==> src/hw/rtl/sync_length_checksum_deframer_top_defines.svh <==
// Assertion helpers for the deframer.
`ifndef SYNC_LENGTH_CHECKSUM_DEFRAMER_TOP_DEFINES_SVH
`define SYNC_LENGTH_CHECKSUM_DEFRAMER_TOP_DEFINES_SVH

`ifndef SYNTH
`define SLCD_ASSERT_IMPLY(lbl, clk, rst_n, ante, cons) \
  lbl: assert property (@(posedge clk) disable iff (!rst_n) (ante) |-> (cons)) \
    else $error("deframer assertion failed");
`define SLCD_ASSERT_NEXT(lbl, clk, rst_n, ante, cons) \
  lbl: assert property (@(posedge clk) disable iff (!rst_n) (ante) |=> (cons)) \
    else $error("deframer assertion failed");
`else
`define SLCD_ASSERT_IMPLY(lbl, clk, rst_n, ante, cons)
`define SLCD_ASSERT_NEXT(lbl, clk, rst_n, ante, cons)
`endif

`endif

==> src/hw/rtl/slcd_pkg.sv <==
package slcd_pkg;

  localparam logic [7:0]  SyncFirst    = 8'h55;
  localparam logic [7:0]  SyncSecond   = 8'hAA;

  localparam logic [10:0] PosHunt      = 11'd0;
  localparam logic [10:0] PosSync2     = 11'd1;
  localparam logic [10:0] PosSeqHi     = 11'd3;
  localparam logic [10:0] PosSeqLo     = 11'd4;
  localparam logic [10:0] PosCmd       = 11'd5;
  localparam logic [10:0] PosLenHi     = 11'd6;
  localparam logic [10:0] PosLenLo     = 11'd7;
  localparam logic [10:0] HeaderBytes  = 11'd8;

  localparam logic [10:0] LimitCeiling = 11'd1024;
  localparam logic [10:0] LimitReset   = 11'd512;
  localparam logic [16:0] FrameOverhead = 17'd9;

  localparam logic [1:0]  CfgAddrMaxFrame = 2'd0;

  typedef struct packed {
    logic [7:0]  data_byte;
    logic [9:0]  payload_index;
    logic        frame_end;
    logic        checksum_ok;
    logic [15:0] sequence_number;
    logic [7:0]  command_code;
    logic [9:0]  payload_length;
  } slcd_result_t;

endpackage

==> src/hw/rtl/slcd_parse.sv <==
module slcd_parse (
  input  logic                  clk_i,
  input  logic                  rst_ni,
  input  logic                  accept_i,
  input  logic [7:0]            rx_byte_i,
  input  logic [10:0]           max_frame_bytes_i,
  output logic                  res_valid_o,
  output slcd_pkg::slcd_result_t res_o
);
  import slcd_pkg::*;

  logic [10:0] pos_q, pos_d;
  logic [15:0] seq_q, seq_d;
  logic [7:0]  cmd_q, cmd_d;
  logic [7:0]  len_hi_q, len_hi_d;
  logic [9:0]  len_q, len_d;
  logic [7:0]  sum_q, sum_d;

  logic [7:0]  sum_add;
  logic [10:0] limit_sat;
  logic [16:0] frame_total;
  logic [10:0] pay_idx;

  assign sum_add     = sum_q + rx_byte_i;
  assign limit_sat   = (max_frame_bytes_i > LimitCeiling) ? LimitCeiling : max_frame_bytes_i;
  assign frame_total = {1'b0, len_hi_q, rx_byte_i} + FrameOverhead;
  assign pay_idx     = pos_q - HeaderBytes;

  always_comb begin
    pos_d    = pos_q;
    seq_d    = seq_q;
    cmd_d    = cmd_q;
    len_hi_d = len_hi_q;
    len_d    = len_q;
    sum_d    = sum_q;

    res_valid_o           = 1'b0;
    res_o.data_byte       = rx_byte_i;
    res_o.payload_index   = '0;
    res_o.frame_end       = 1'b0;
    res_o.checksum_ok     = 1'b0;
    res_o.sequence_number = seq_q;
    res_o.command_code    = cmd_q;
    res_o.payload_length  = len_q;

    if (pos_q == PosHunt) begin
      if (rx_byte_i == SyncFirst) begin
        pos_d = PosSync2;
        sum_d = SyncFirst;
      end
    end else if (pos_q == PosSync2) begin
      if (rx_byte_i == SyncSecond) begin
        pos_d = pos_q + 11'd1;
        sum_d = sum_add;
      end else if (rx_byte_i == SyncFirst) begin
        sum_d = SyncFirst;
      end else begin
        pos_d = PosHunt;
        sum_d = '0;
      end
    end else if (pos_q < HeaderBytes) begin
      pos_d = pos_q + 11'd1;
      sum_d = sum_add;
      case (pos_q)
        PosSeqHi: seq_d[15:8] = rx_byte_i;
        PosSeqLo: seq_d[7:0]  = rx_byte_i;
        PosCmd:   cmd_d       = rx_byte_i;
        PosLenHi: len_hi_d    = rx_byte_i;
        PosLenLo: begin
          len_d = {len_hi_q[1:0], rx_byte_i};
          if (frame_total > {6'd0, limit_sat}) begin
            // drop oversized frame
            pos_d = PosHunt;
            sum_d = '0;
          end
        end
        default: ;
      endcase
    end else begin
      res_valid_o = 1'b1;
      if (pay_idx < {1'b0, len_q}) begin
        res_o.payload_index = pay_idx[9:0];
        pos_d = pos_q + 11'd1;
        sum_d = sum_add;
      end else begin
        res_o.frame_end   = 1'b1;
        res_o.checksum_ok = (sum_q == rx_byte_i);
        pos_d = PosHunt;
        sum_d = '0;
      end
    end
  end

  always_ff @(posedge clk_i or negedge rst_ni) begin
    if (!rst_ni) begin
      pos_q    <= PosHunt;
      seq_q    <= '0;
      cmd_q    <= '0;
      len_hi_q <= '0;
      len_q    <= '0;
      sum_q    <= '0;
    end else if (accept_i) begin
      pos_q    <= pos_d;
      seq_q    <= seq_d;
      cmd_q    <= cmd_d;
      len_hi_q <= len_hi_d;
      len_q    <= len_d;
      sum_q    <= sum_d;
    end
  end

endmodule

==> src/hw/rtl/sync_length_checksum_deframer_top.sv <==
// Byte-serial deframer: hunts for the sync pair 0x55 0xAA, reads version, sequence,
// command and length, forwards each payload byte as a result, and closes the frame
// with a result carrying the checksum byte and its verdict (8-bit sum of all earlier
// frame bytes). Payload leaves before the verdict, so discard it when checksum_ok is 0.
// Frames longer than max_frame_bytes (capped at 1024) are dropped at the length byte.
// A byte is taken every unstalled cycle; a payload or checksum result appears in the
// output register in the cycle after acceptance. The input stalls only while that
// register holds a result the output side is stalling. No clearing pass is needed after reset.
`include "sync_length_checksum_deframer_top_defines.svh"

module sync_length_checksum_deframer_top (
  input  logic        clk_i,
  input  logic        rst_ni,
  input  logic        psel,
  input  logic        penable,
  input  logic        pwrite,
  input  logic [1:0]  paddr,
  input  logic [31:0] pwdata,
  output logic [31:0] prdata,
  output logic        pready,
  input  logic        in_valid_i,
  output logic        in_stall_o,
  input  logic [7:0]  rx_byte_i,
  output logic        out_valid_o,
  input  logic        out_stall_i,
  output logic [7:0]  data_byte_o,
  output logic [9:0]  payload_index_o,
  output logic        frame_end_o,
  output logic        checksum_ok_o,
  output logic [15:0] sequence_number_o,
  output logic [7:0]  command_code_o,
  output logic [9:0]  payload_length_o
);
  import slcd_pkg::*;

  logic [10:0]  max_frame_q;
  logic         out_free;
  logic         in_acc;
  logic         par_valid;
  slcd_result_t par_res;
  logic         out_valid_q, out_valid_d;
  slcd_result_t out_q;

  assign pready = 1'b1;
  assign prdata = (paddr == CfgAddrMaxFrame) ? {21'd0, max_frame_q} : 32'd0;

  always_ff @(posedge clk_i or negedge rst_ni) begin
    if (!rst_ni) begin
      max_frame_q <= LimitReset;
    end else if (psel && penable && pwrite && pready) begin
      max_frame_q <= pwdata[10:0];
    end
  end

  assign out_free   = !out_valid_q || !out_stall_i;
  assign in_stall_o = !out_free;
  assign in_acc     = in_valid_i && out_free;

  slcd_parse u_parse (
    .clk_i             (clk_i),
    .rst_ni            (rst_ni),
    .accept_i          (in_acc),
    .rx_byte_i         (rx_byte_i),
    .max_frame_bytes_i (max_frame_q),
    .res_valid_o       (par_valid),
    .res_o             (par_res)
  );

  assign out_valid_d = out_free ? (in_acc && par_valid) : out_valid_q;

  always_ff @(posedge clk_i or negedge rst_ni) begin
    if (!rst_ni) begin
      out_valid_q <= 1'b0;
    end else begin
      out_valid_q <= out_valid_d;
    end
  end

  always_ff @(posedge clk_i) begin
    if (in_acc && par_valid) begin
      out_q <= par_res;
    end
  end

  assign out_valid_o       = out_valid_q;
  assign data_byte_o       = out_q.data_byte;
  assign payload_index_o   = out_q.payload_index;
  assign frame_end_o       = out_q.frame_end;
  assign checksum_ok_o     = out_q.checksum_ok;
  assign sequence_number_o = out_q.sequence_number;
  assign command_code_o    = out_q.command_code;
  assign payload_length_o  = out_q.payload_length;

  `SLCD_ASSERT_IMPLY(a_index_in_payload, clk_i, rst_ni, out_valid_o && !frame_end_o, payload_index_o < payload_length_o)
  `SLCD_ASSERT_IMPLY(a_length_fits, clk_i, rst_ni, out_valid_o, payload_length_o <= 10'd1015)
  `SLCD_ASSERT_IMPLY(a_verdict_on_end, clk_i, rst_ni, out_valid_o && checksum_ok_o, frame_end_o)
  `SLCD_ASSERT_NEXT(a_result_loaded, clk_i, rst_ni, in_acc && par_valid, out_valid_o)

endmodule
==> config.mk <==
export PLATFORM = sky130hd
export DESIGN_NAME = sync_length_checksum_deframer_top
export DESIGN_NICKNAME = d
export VERILOG_FILES = /design/src/hw/rtl/slcd_pkg.sv /design/src/hw/rtl/slcd_parse.sv /design/src/hw/rtl/sync_length_checksum_deframer_top.sv
export VERILOG_INCLUDE_DIRS = /design/src /design/src/hw/rtl
export SDC_FILE = /design/constraint.sdc
export NUM_CORES = 1
export LEC_CHECK = 0
export ABC_AREA = 1
export BUFFER_PORTS_ARGS = -buffer_cell sky130_fd_sc_hd__buf_4
export CORE_MARGIN = 2
export CORE_UTILIZATION = 60
export DETAILED_ROUTE_END_ITERATION = 8
export GPL_TIMING_DRIVEN = 1
export PLACE_DENSITY = 0.86
export RECOVER_POWER = 25
export SYNTH_ARGS = -nofsm -noshare
export SYNTH_HDL_FRONTEND = slang
export SYNTH_HIERARCHICAL = 1
export SYNTH_SLANG_ARGS = --single-unit
==> constraint.sdc <==
create_clock -name clk_i -period 9.5 [get_ports clk_i]
set_input_delay 1.425 -clock clk_i [delete_from_list [all_inputs] [get_ports clk_i]]
set_output_delay 1.425 -clock clk_i [all_outputs]
set_load 0.05 [all_outputs]
# Word-level counts from Yosys, hierarchy flattened
# Index checks and enable logic that the tools add are counted.
# word_totals
n_memories	0
latchBits	0
mem_bits_rw	0
rom_bits	0
ff_bits	127
elab_cells	82
# op_classes
add_sub_neg	4
order_cmp	4
n_mux	24
shifts	0
div_mod_pow	0
multipliers	0
n_bitwise	3
reduce_logical	20
n_eq_ne	11
# op_table
cell	n
11-bit two-way mux	11
8-bit two-way mux	8
11-bit by 3-bit == test with 1-bit output, second input constant	4
5-bit AND reduction	5
16-bit by 4-bit adder with 17-bit output, second input constant	1
17-bit by 11-bit greater-than comparator with 1-bit output	1
11-bit by 1-bit adder with 11-bit output, second input constant	1
11-bit by 1-bit == test with 1-bit output, second input constant	1
11-bit by 2-bit == test with 1-bit output, second input constant	1
11-bit greater-than comparator, second input constant	1
11-bit logical NOT	1
11-bit by 10-bit < comparator with 1-bit output	1
11-bit by 4-bit < comparator with 1-bit output, second input constant	1
11-bit by 4-bit subtractor with 11-bit output, second input constant	1
8-bit adder	1
8-bit by 7-bit == test with 1-bit output, second input constant	1
8-bit == test	1
8-bit == test, second input constant	1
4-bit OR reduction	2
7-bit two-way mux	1
1-bit logical AND	4
4-bit by 3-bit inequality test with 1-bit output, second input constant	1
1-bit logical NOT	3
1-bit two-way mux	3
8 further kinds	10

# Depth between registers and ports, before layout
# Gate-level depths: netlist (run 1).
# logic_depth
ltp_word	8
mapped_depth	21
mapped_depth_nobuf	21

# Hierarchy
# Netlist (run 1), hierarchy kept.
# modules_own_cells
module	seq_area_each_um2	cells_per_inst	instances	area_per_inst_um2
slcd_parse	1526.5	580	1	4205.3
sync_length_checksum_deframer_top	1923.1	160	1	2433.6

# Worst setup path before layout (run 1)
# Ideal clock, no wire load.
# synth_timing
kind	input to register
start	in out_stall_i
end	reg out_q (netlist bit checksum_ok_o), enable pin
arrival_ns	3.845
slack_ns	5.189
stages	3
n_path_buf	0
cell_sequence	nand2_1 > nand2_1 > nor2_1
# synth_between
elab_chain_len	4
# synth_rtl
element	line	source
from (decl)	sync_length_checksum_deframer_top.sv:25	input logic out_stall_i,
1-bit logical NOT	sync_length_checksum_deframer_top.sv:55	assign out_free = !out_valid_q || !out_stall_i;
1-bit logical OR	sync_length_checksum_deframer_top.sv:55	
1-bit logical AND	sync_length_checksum_deframer_top.sv:57	assign in_acc = in_valid_i && out_free;
1-bit logical AND	sync_length_checksum_deframer_top.sv:80	if (in_acc && par_valid) begin
to (signal assigned)	sync_length_checksum_deframer_top.sv:81	out_q <= par_res;
to (decl)	sync_length_checksum_deframer_top.sv:42	slcd_result_t out_q;
# No other way between the ends.
# A chain may end at the register's enable or synchronous reset.

==> key figures, run 1 <==
Outcome
  • Status: complete, but fails checks
  • Failing checks: max-capacitance violations, max-slew violations

Logic synthesis
  • Post-Syn Area: 6640 um^2
  • Yosys top cell area share: 0.271
  • Post-Synthesis Cells: 740
  • Yosys synthesis warning count: 6
  • Syn avg cell area: 8.97 um^2
  • Most area-hungry cell type in the Yosys netlist: dfrtp_1
  • Register area share after synthesis: 0.520
  • Synth Flop Type: dfrtp_1
  • Flops & latches, synth: about 130
  • Library cells used by synthesis: 35
  • Post-synth EDFFs: 54
  • Async set-reset flop share out of synthesis: 0.575
  • Synth area leaders: dfrtp_1, edfxtp_1, nand2_1, ha_1, inv_1

Final layout
  • Most common cell after layout, fill and taps aside: nand2_1
  • Final core utilization: 0.723
  • Design Area, Final: between 7000 and 8000 um^2
  • Fin nets: 915
  • Most frequent cells in the layout: nand2_1, inv_1, buf_4, dfrtp_1, nor2_1
  • Share of layout cells above drive strength 1: 0.162
  • Final Non-Filler Cells: between 900 and 1000
  • Synth-to-layout area growth: 18.1%
  • Antenna fix cells: 0

Global routing
  • Gr usage total: 0.274
  • Initial antenna violation count: 0
  • Met2 usage: 0.443
  • Met3 usage: 0.0604
  • Number of global-route vias before repair: 5195
  • Grt peak-use layer: met2
  • Largest net degree at the start of global routing: 74
  • Gr ovfl total: 0
  • GR Util met1: 0.346
  • First-pass GRT wire length: between 20 and 25 mm

Power
  • Power Density: between 200 and 250 nW/um^2
  • Sw Ratio: 0.368
  • Net Switching: 714 uW
  • Seq pwr share: 0.380
  • Design Power: between 1.5 and 2 mW
  • Clock Power Share: 0.324
  • Worst vdd rail ir drop: between 0.15 and 0.2 mV
  • P_int: 1.23 mW
  • Logic gate share of total power: 0.296
  • Leakage: 3.76 nW

Clock network
  • Setup repair bufs after CTS: 0
  • Num CTS Buffers: 17
  • Clock transition at path regs: 0.06 ns
  • CTS Sinks: around 130
  • H-tree depth: 4
  • Clk_lat worst skew: 0.53 ns
  • Post-CTS sizing: 0
  • Cts-stage hold buffer count: 0
  • CTS tree: yes
  • Clock buffer depth: 2
  • Root Buffer: clkbuf_8

Die
  • DIE WIDTH: 109 um
  • Die Y: 109 um
  • Initial core utilization: 0.612
  • Num rows: 38
  • Core Box Area: 10800 um^2
  • Die ar.: between 10000 and 15000 um^2
  • IO Pins: approximately 140

Timing
  • Fin crit period: 4.40 ns
  • Final hold violation count: 0
  • Skew final: between 0.008 and 0.009 ns
  • RSZ-0062 raised after global routing: no
  • TNS Setup: 0 ns
  • F_max: 227 MHz
  • Tcrit/Tclk final: 0.463
  • Slew Limit Fails: 74
  • Relative slew slack: -1.58
  • Final setup vio count: 0
  • Worst Tran Pin Value: 3.87 ns

Detailed routing
  • Via count: between 5000 and 6000
  • Routed vias/inst: between 5 and 6
  • DR DRC count: 0
  • First drt pass iteration count: 5
  • Wire per inst: 16.0 um
  • ANT nets after route: 0
  • Total Wirelength: approximately 16 mm
  • Iteration-0 DRC Markers: around 470

Min path
  • Hold Crit Class: flop to flop

Setup path
  • Nature of the critical path endpoint: async pin
  • CP Max Fanout: between 70 and 80
  • WP data arrival: 4.15 ns
  • WP data required: 9.25 ns
  • CP max stage cell: clkbuf_1
  • Crit start category: primary input
  • Crit path max-delay family: buffers and inverters
  • Critical path, cell by cell: clkbuf_1
  • Critical path buffer and inverter count: 1
  • Crit path kind: primary input to async pin
  • CP peak stage delay: approximately 2.7 ns

Placed design
  • Routability cong.: around 0.95
  • Post-DP Area: about 7300 um^2
  • Placed Cells: 950
  • DPL Wire Length: between 10 and 15 mm
  • IO buf count: 94

Job
  • Maxcap violations: 1
==> metal layers <==
metal  part of all wire  vias to the layer above
met5                  0                        -
met2               0.48                      326
met1               0.39                     2560
met3              0.092                       51
met4              0.034                        0
li1                   -                     2540
==> cells by family after synthesis <==
family / count (synthesis) / share of synthesized area
AND/OR/NAND/NOR: 338 / 0.220
buffers and inverters: 133 / 0.0952
flip-flops: 127 / 0.520
AO/OA/AOI/OAI: 78 / 0.0601
adder cells (fa/ha/maj): 37 / 0.0709
XOR/XNOR: 25 / 0.0330
other: 2 / 0.00113
==> area by class of cell <==
class / instances / area, um^2
inverters: 88 / 330
clock inverters: 14 / 154
multi-input cells: 500 / 2640
repair buffers: 95 / 676
flip-flops and latches: 127 / 3450
clock buffers: 18 / 418
well taps: 140 / 175
fillers: 764 / 3000
==> Yosys cell counts (4+ instances only) <==
| master | number |
|---|---|
| nor4_1 | 5 |
| nand3_1 | 30 |
| nor2_1 | 57 |
| inv_1 | 85 |
| nor2_2 | 10 |
| buf_2 | 10 |
| clkbuf_1 | 4 |
| nor3_1 | 8 |
| a21oi_1 | 23 |
| edfxtp_1 | 54 |
| nand4_1 | 21 |
| xnor2_1 | 4 |
| nand2_1 | 197 |
| dfrtp_1 | 72 |
| xor2_1 | 21 |
| o21ai_1 | 12 |
| buf_4 | 30 |
| o21ai_0 | 40 |
| ha_1 | 36 |
==> metrics by stage <==
step / setup WS [ns] / hold slack [ns]
floorplan: 5.19 / 0.425
global placement: 5.46 / 0.429
detailed placement: 5.41 / 0.431
CTS: 5.71 / 0.449
global route: 4.19 / 0.459
finish: 5.10 / 0.449
==> state kept, by name, summed over array words and instances, names as in the netlist, 10 cells and up <==
name,count
max_frame_q,11
payload_index_o,10
payload_length_o,10
sequence_number_o,16
u_parse/len_q,10
u_parse/pos_q,11
u_parse/seq_q,16
==> power by group through the flow <==
stage,logic (mW),registers [mW],clock network [mW]
6_report,0.574,0.739,0.630
5_1_grt,0.632,0.748,0.659
4_1_cts,0.567,0.737,0.635
3_5_place_dp,0.552,0.746,0
3_3_place_gp,0.527,0.738,0
2_1_floorplan,0.369,0.783,0
==> worst paths after layout <==
kind	start	to	slack, ns	depth (start not counted)
setup / recovery	rst_ni	u_parse/seq_q[13]	5.10	1
hold / removal	u_parse/seq_q[7]	sequence_number_o[7]	0.45	0
setup reg to reg	u_parse/pos_q[0]	command_code_o[5]	6.47	10
hold reg to reg	u_parse/seq_q[7]	sequence_number_o[7]	0.45	0
max in group clk_i	rx_byte_i[2]	u_parse/sum_q[7]	5.50	18
min in group asynchronous	rst_ni	u_parse/pos_q[7]	2.23	1
Power figures use the tool's default switching activity.
==> run 2: changes to the inputs <==
--- a/config.mk
+++ b/config.mk
@@ -9,10 +9,10 @@
 export ABC_AREA = 1
 export BUFFER_PORTS_ARGS = -buffer_cell sky130_fd_sc_hd__buf_4
 export CORE_MARGIN = 2
-export CORE_UTILIZATION = 60
+export CORE_UTILIZATION = 55
 export DETAILED_ROUTE_END_ITERATION = 8
 export GPL_TIMING_DRIVEN = 1
-export PLACE_DENSITY = 0.86
+export PLACE_DENSITY = 0.8
 export RECOVER_POWER = 25
 export SYNTH_ARGS = -nofsm -noshare
 export SYNTH_HDL_FRONTEND = slang
==> constraint.sdc (replaced) <==
create_clock -name clk_i -period 4.14 [get_ports clk_i]
set_input_delay 0.621 -clock clk_i [delete_from_list [all_inputs] [get_ports clk_i]]
set_output_delay 0.621 -clock clk_i [all_outputs]
set_load 0.05 [all_outputs]
==> run 2 against run 1 <==
  * The run still ends with max-capacitance violations, max-slew violations left
  * Hold slack lost 0.0068 ns
  * Die area increased by 8.7%
  * Critical path depth up 17
  * Combinational power grew 120%
  * Critical path type is now primary input to flop
==> key figures, run 2 (synthesized netlist as in run 1, its figures left out) <==
Outcome
  • Status: complete, but fails checks
  • Failing checks: max-capacitance violations, max-slew violations

Detailed routing
  • ANT nets after route: 0
  • WL met3: between 1 and 1.5 mm
  • DR DRC count: 0
  • First drt pass iteration count: 8
  • Met2 routed WL: approximately 6.7 mm
  • Via count: approximately 5200
  • Iteration-0 DRC Markers: approximately 450
  • Wire per inst: about 14 um
  • Total Wirelength: 14.1 mm
  • Met1 WL: just over 6 mm
  • Top sig layer: met4
  • Routed vias/inst: 5.26

Global routing
  • Initial antenna violation count: 0
  • Gr ovfl total: 0
  • Number of global-route vias before repair: ~4700
  • First-pass GRT wire length: ~23 mm
  • Gr usage total: 0.229
  • Largest net degree at the start of global routing: 74

Timing
  • Relative slew slack: -0.218
  • RSZ-0062 raised after global routing: no
  • Final hold violation count: 0
  • F_max: a little over 300 MHz
  • TNS Setup: 0 ns
  • Fin crit period: 3.22 ns
  • Final setup vio count: 0
  • Slew Limit Fails: 74
  • Tcrit/Tclk final: 0.778
  • Skew final: ~0.012 ns
  • Worst Tran Pin Value: 1.83 ns

Clock network
  • Clock buffer depth: 2
  • CTS Sinks: ~130
  • Setup repair bufs after CTS: 0
  • CTS tree: yes
  • Root Buffer: clkbuf_16
  • Num CTS Buffers: 17
  • Cts-stage hold buffer count: 0
  • H-tree depth: 4
  • Clock transition at path regs: ~0.060 ns
  • Clk_lat worst skew: roughly 0.42 ns
  • Post-CTS sizing: 0

Final layout
  • Share of layout cells above drive strength 1: 0.162
  • Design Area, Final: a little under 8000 um^2
  • Fin nets: roughly 920
  • Antenna fix cells: 0
  • Most common cell after layout, fill and taps aside: nand2_1
  • Most frequent cells in the layout: nand2_1, inv_1, buf_4, dfrtp_1, nor2_1
  • Filler instances: 997
  • Final Non-Filler Cells: between 900 and 1000
  • Synth-to-layout area growth: 17.7%

Min path
  • Hold Crit Class: flop to flop

Die
  • IO Pins: about 140
  • Initial core utilization: 0.557
  • Die ar.: approximately 13000 um^2
  • Num rows: 40
  • Die Y: ~110 um
  • DIE WIDTH: roughly 110 um
  • Core Box Area: 11900 um^2

Setup path
  • Crit start category: primary input
  • Critical path, cell by cell: clkbuf_1, ha_1, nand2_1, nand2_1, nand2_1, xor2_1, ha_1, nand2_1, nor2_1, nand3_1, nand3b_1, nand2_1, nand3_1, nand2_1, nand3_1, nand2_1, nand3_1, nand2_1
  • WP data arrival: about 3.6 ns
  • CP peak stage delay: 0.35 ns
  • Cell mode on critical path: nand2_1
  • CP Max Fanout: 7
  • Nature of the critical path endpoint: flop
  • Crit path kind: primary input to flop
  • WP data required: 4.49 ns
  • CP max stage cell: clkbuf_1

Placed design
  • Placed Cells: between 900 and 1000
  • Routability cong.: just over 0.9
  • IO buf count: 94
  • Post-DP Area: between 7000 and 8000 um^2
  • DPL Wire Length: about 10 mm

Power
  • Leakage: 3.75 nW
  • Power Density: about 550 nW/um^2
  • Worst vdd rail ir drop: between 0.2 and 0.25 mV

Job
  • Maxcap violations: 1
[run 2: cell count changes in the layout (fill, tap and decap cells not counted), sizes merged]
cell / delta
bufinv: -2
clkbuf: -1
clkinv: +5
clkinvlp: -1
inv: -2
[run 2: critical path, delay by kind of cell]
| kind | cells | cell delay (ns) |
|---|---|---|
| simple gates | 14 | 1.84 |
| fa+ha+maj | 2 | 0.58 |
| xor+xnor | 1 | 0.18 |
| buf+inv | 1 | 0.35 |
[run 2: worst paths after layout]
kind	from	to	slack [ns]	cells past startpoint
min in group asynchronous	rst_ni	u_parse/pos_q[9]	0.69	1
max in group asynchronous	rst_ni	u_parse/len_hi_q[4]	2.36	1
max	rx_byte_i[0]	u_parse/sum_q[1]	0.92	18
min	u_parse/cmd_q[2]	command_code_o[2]	0.44	0
max reg2reg	u_parse/pos_q[0]	command_code_o[0]	1.12	10
min reg2reg	u_parse/cmd_q[2]	command_code_o[2]	0.44	0
[run 2: cell type report]
type,count,area (um^2),share of cell area
clock buffers,17,425,0.0544
clock inverters,14,110,0.0141
inverters,88,330,0.0423
multi-input cells,500,2640,0.338
flip-flops and latches,127,3450,0.441
well taps,147,184,0.0235
repair buffers,95,677,0.0866
[run 2: stage by stage]
stage	util	total power, mW	hold WS [ns]	setup WS, ns
detailed placement	0.614	2.95	0.432	0.861
finish	0.656	4.29	0.442	0.920
floorplan	-	2.64	0.325	0.0368
CTS	0.659	4.30	0.381	1.14
global route	0.656	4.55	0.440	0.650
global placement	0.614	2.91	0.430	0.935
[run 2: power breakdown]
part	switching, mW	internal, mW	leakage [nW]
registers	0.144	1.54	1.47
logic	0.851	0.409	2.02
clock network	0.572	0.770	0.260
[run 2: layer usage]
layer  track usage  vias to the layer above
li1              -                     2531
met1         0.305                     2421
met2         0.371                      228
met3        0.0542                       21
met4        0.0797                        0
met5             0                        -
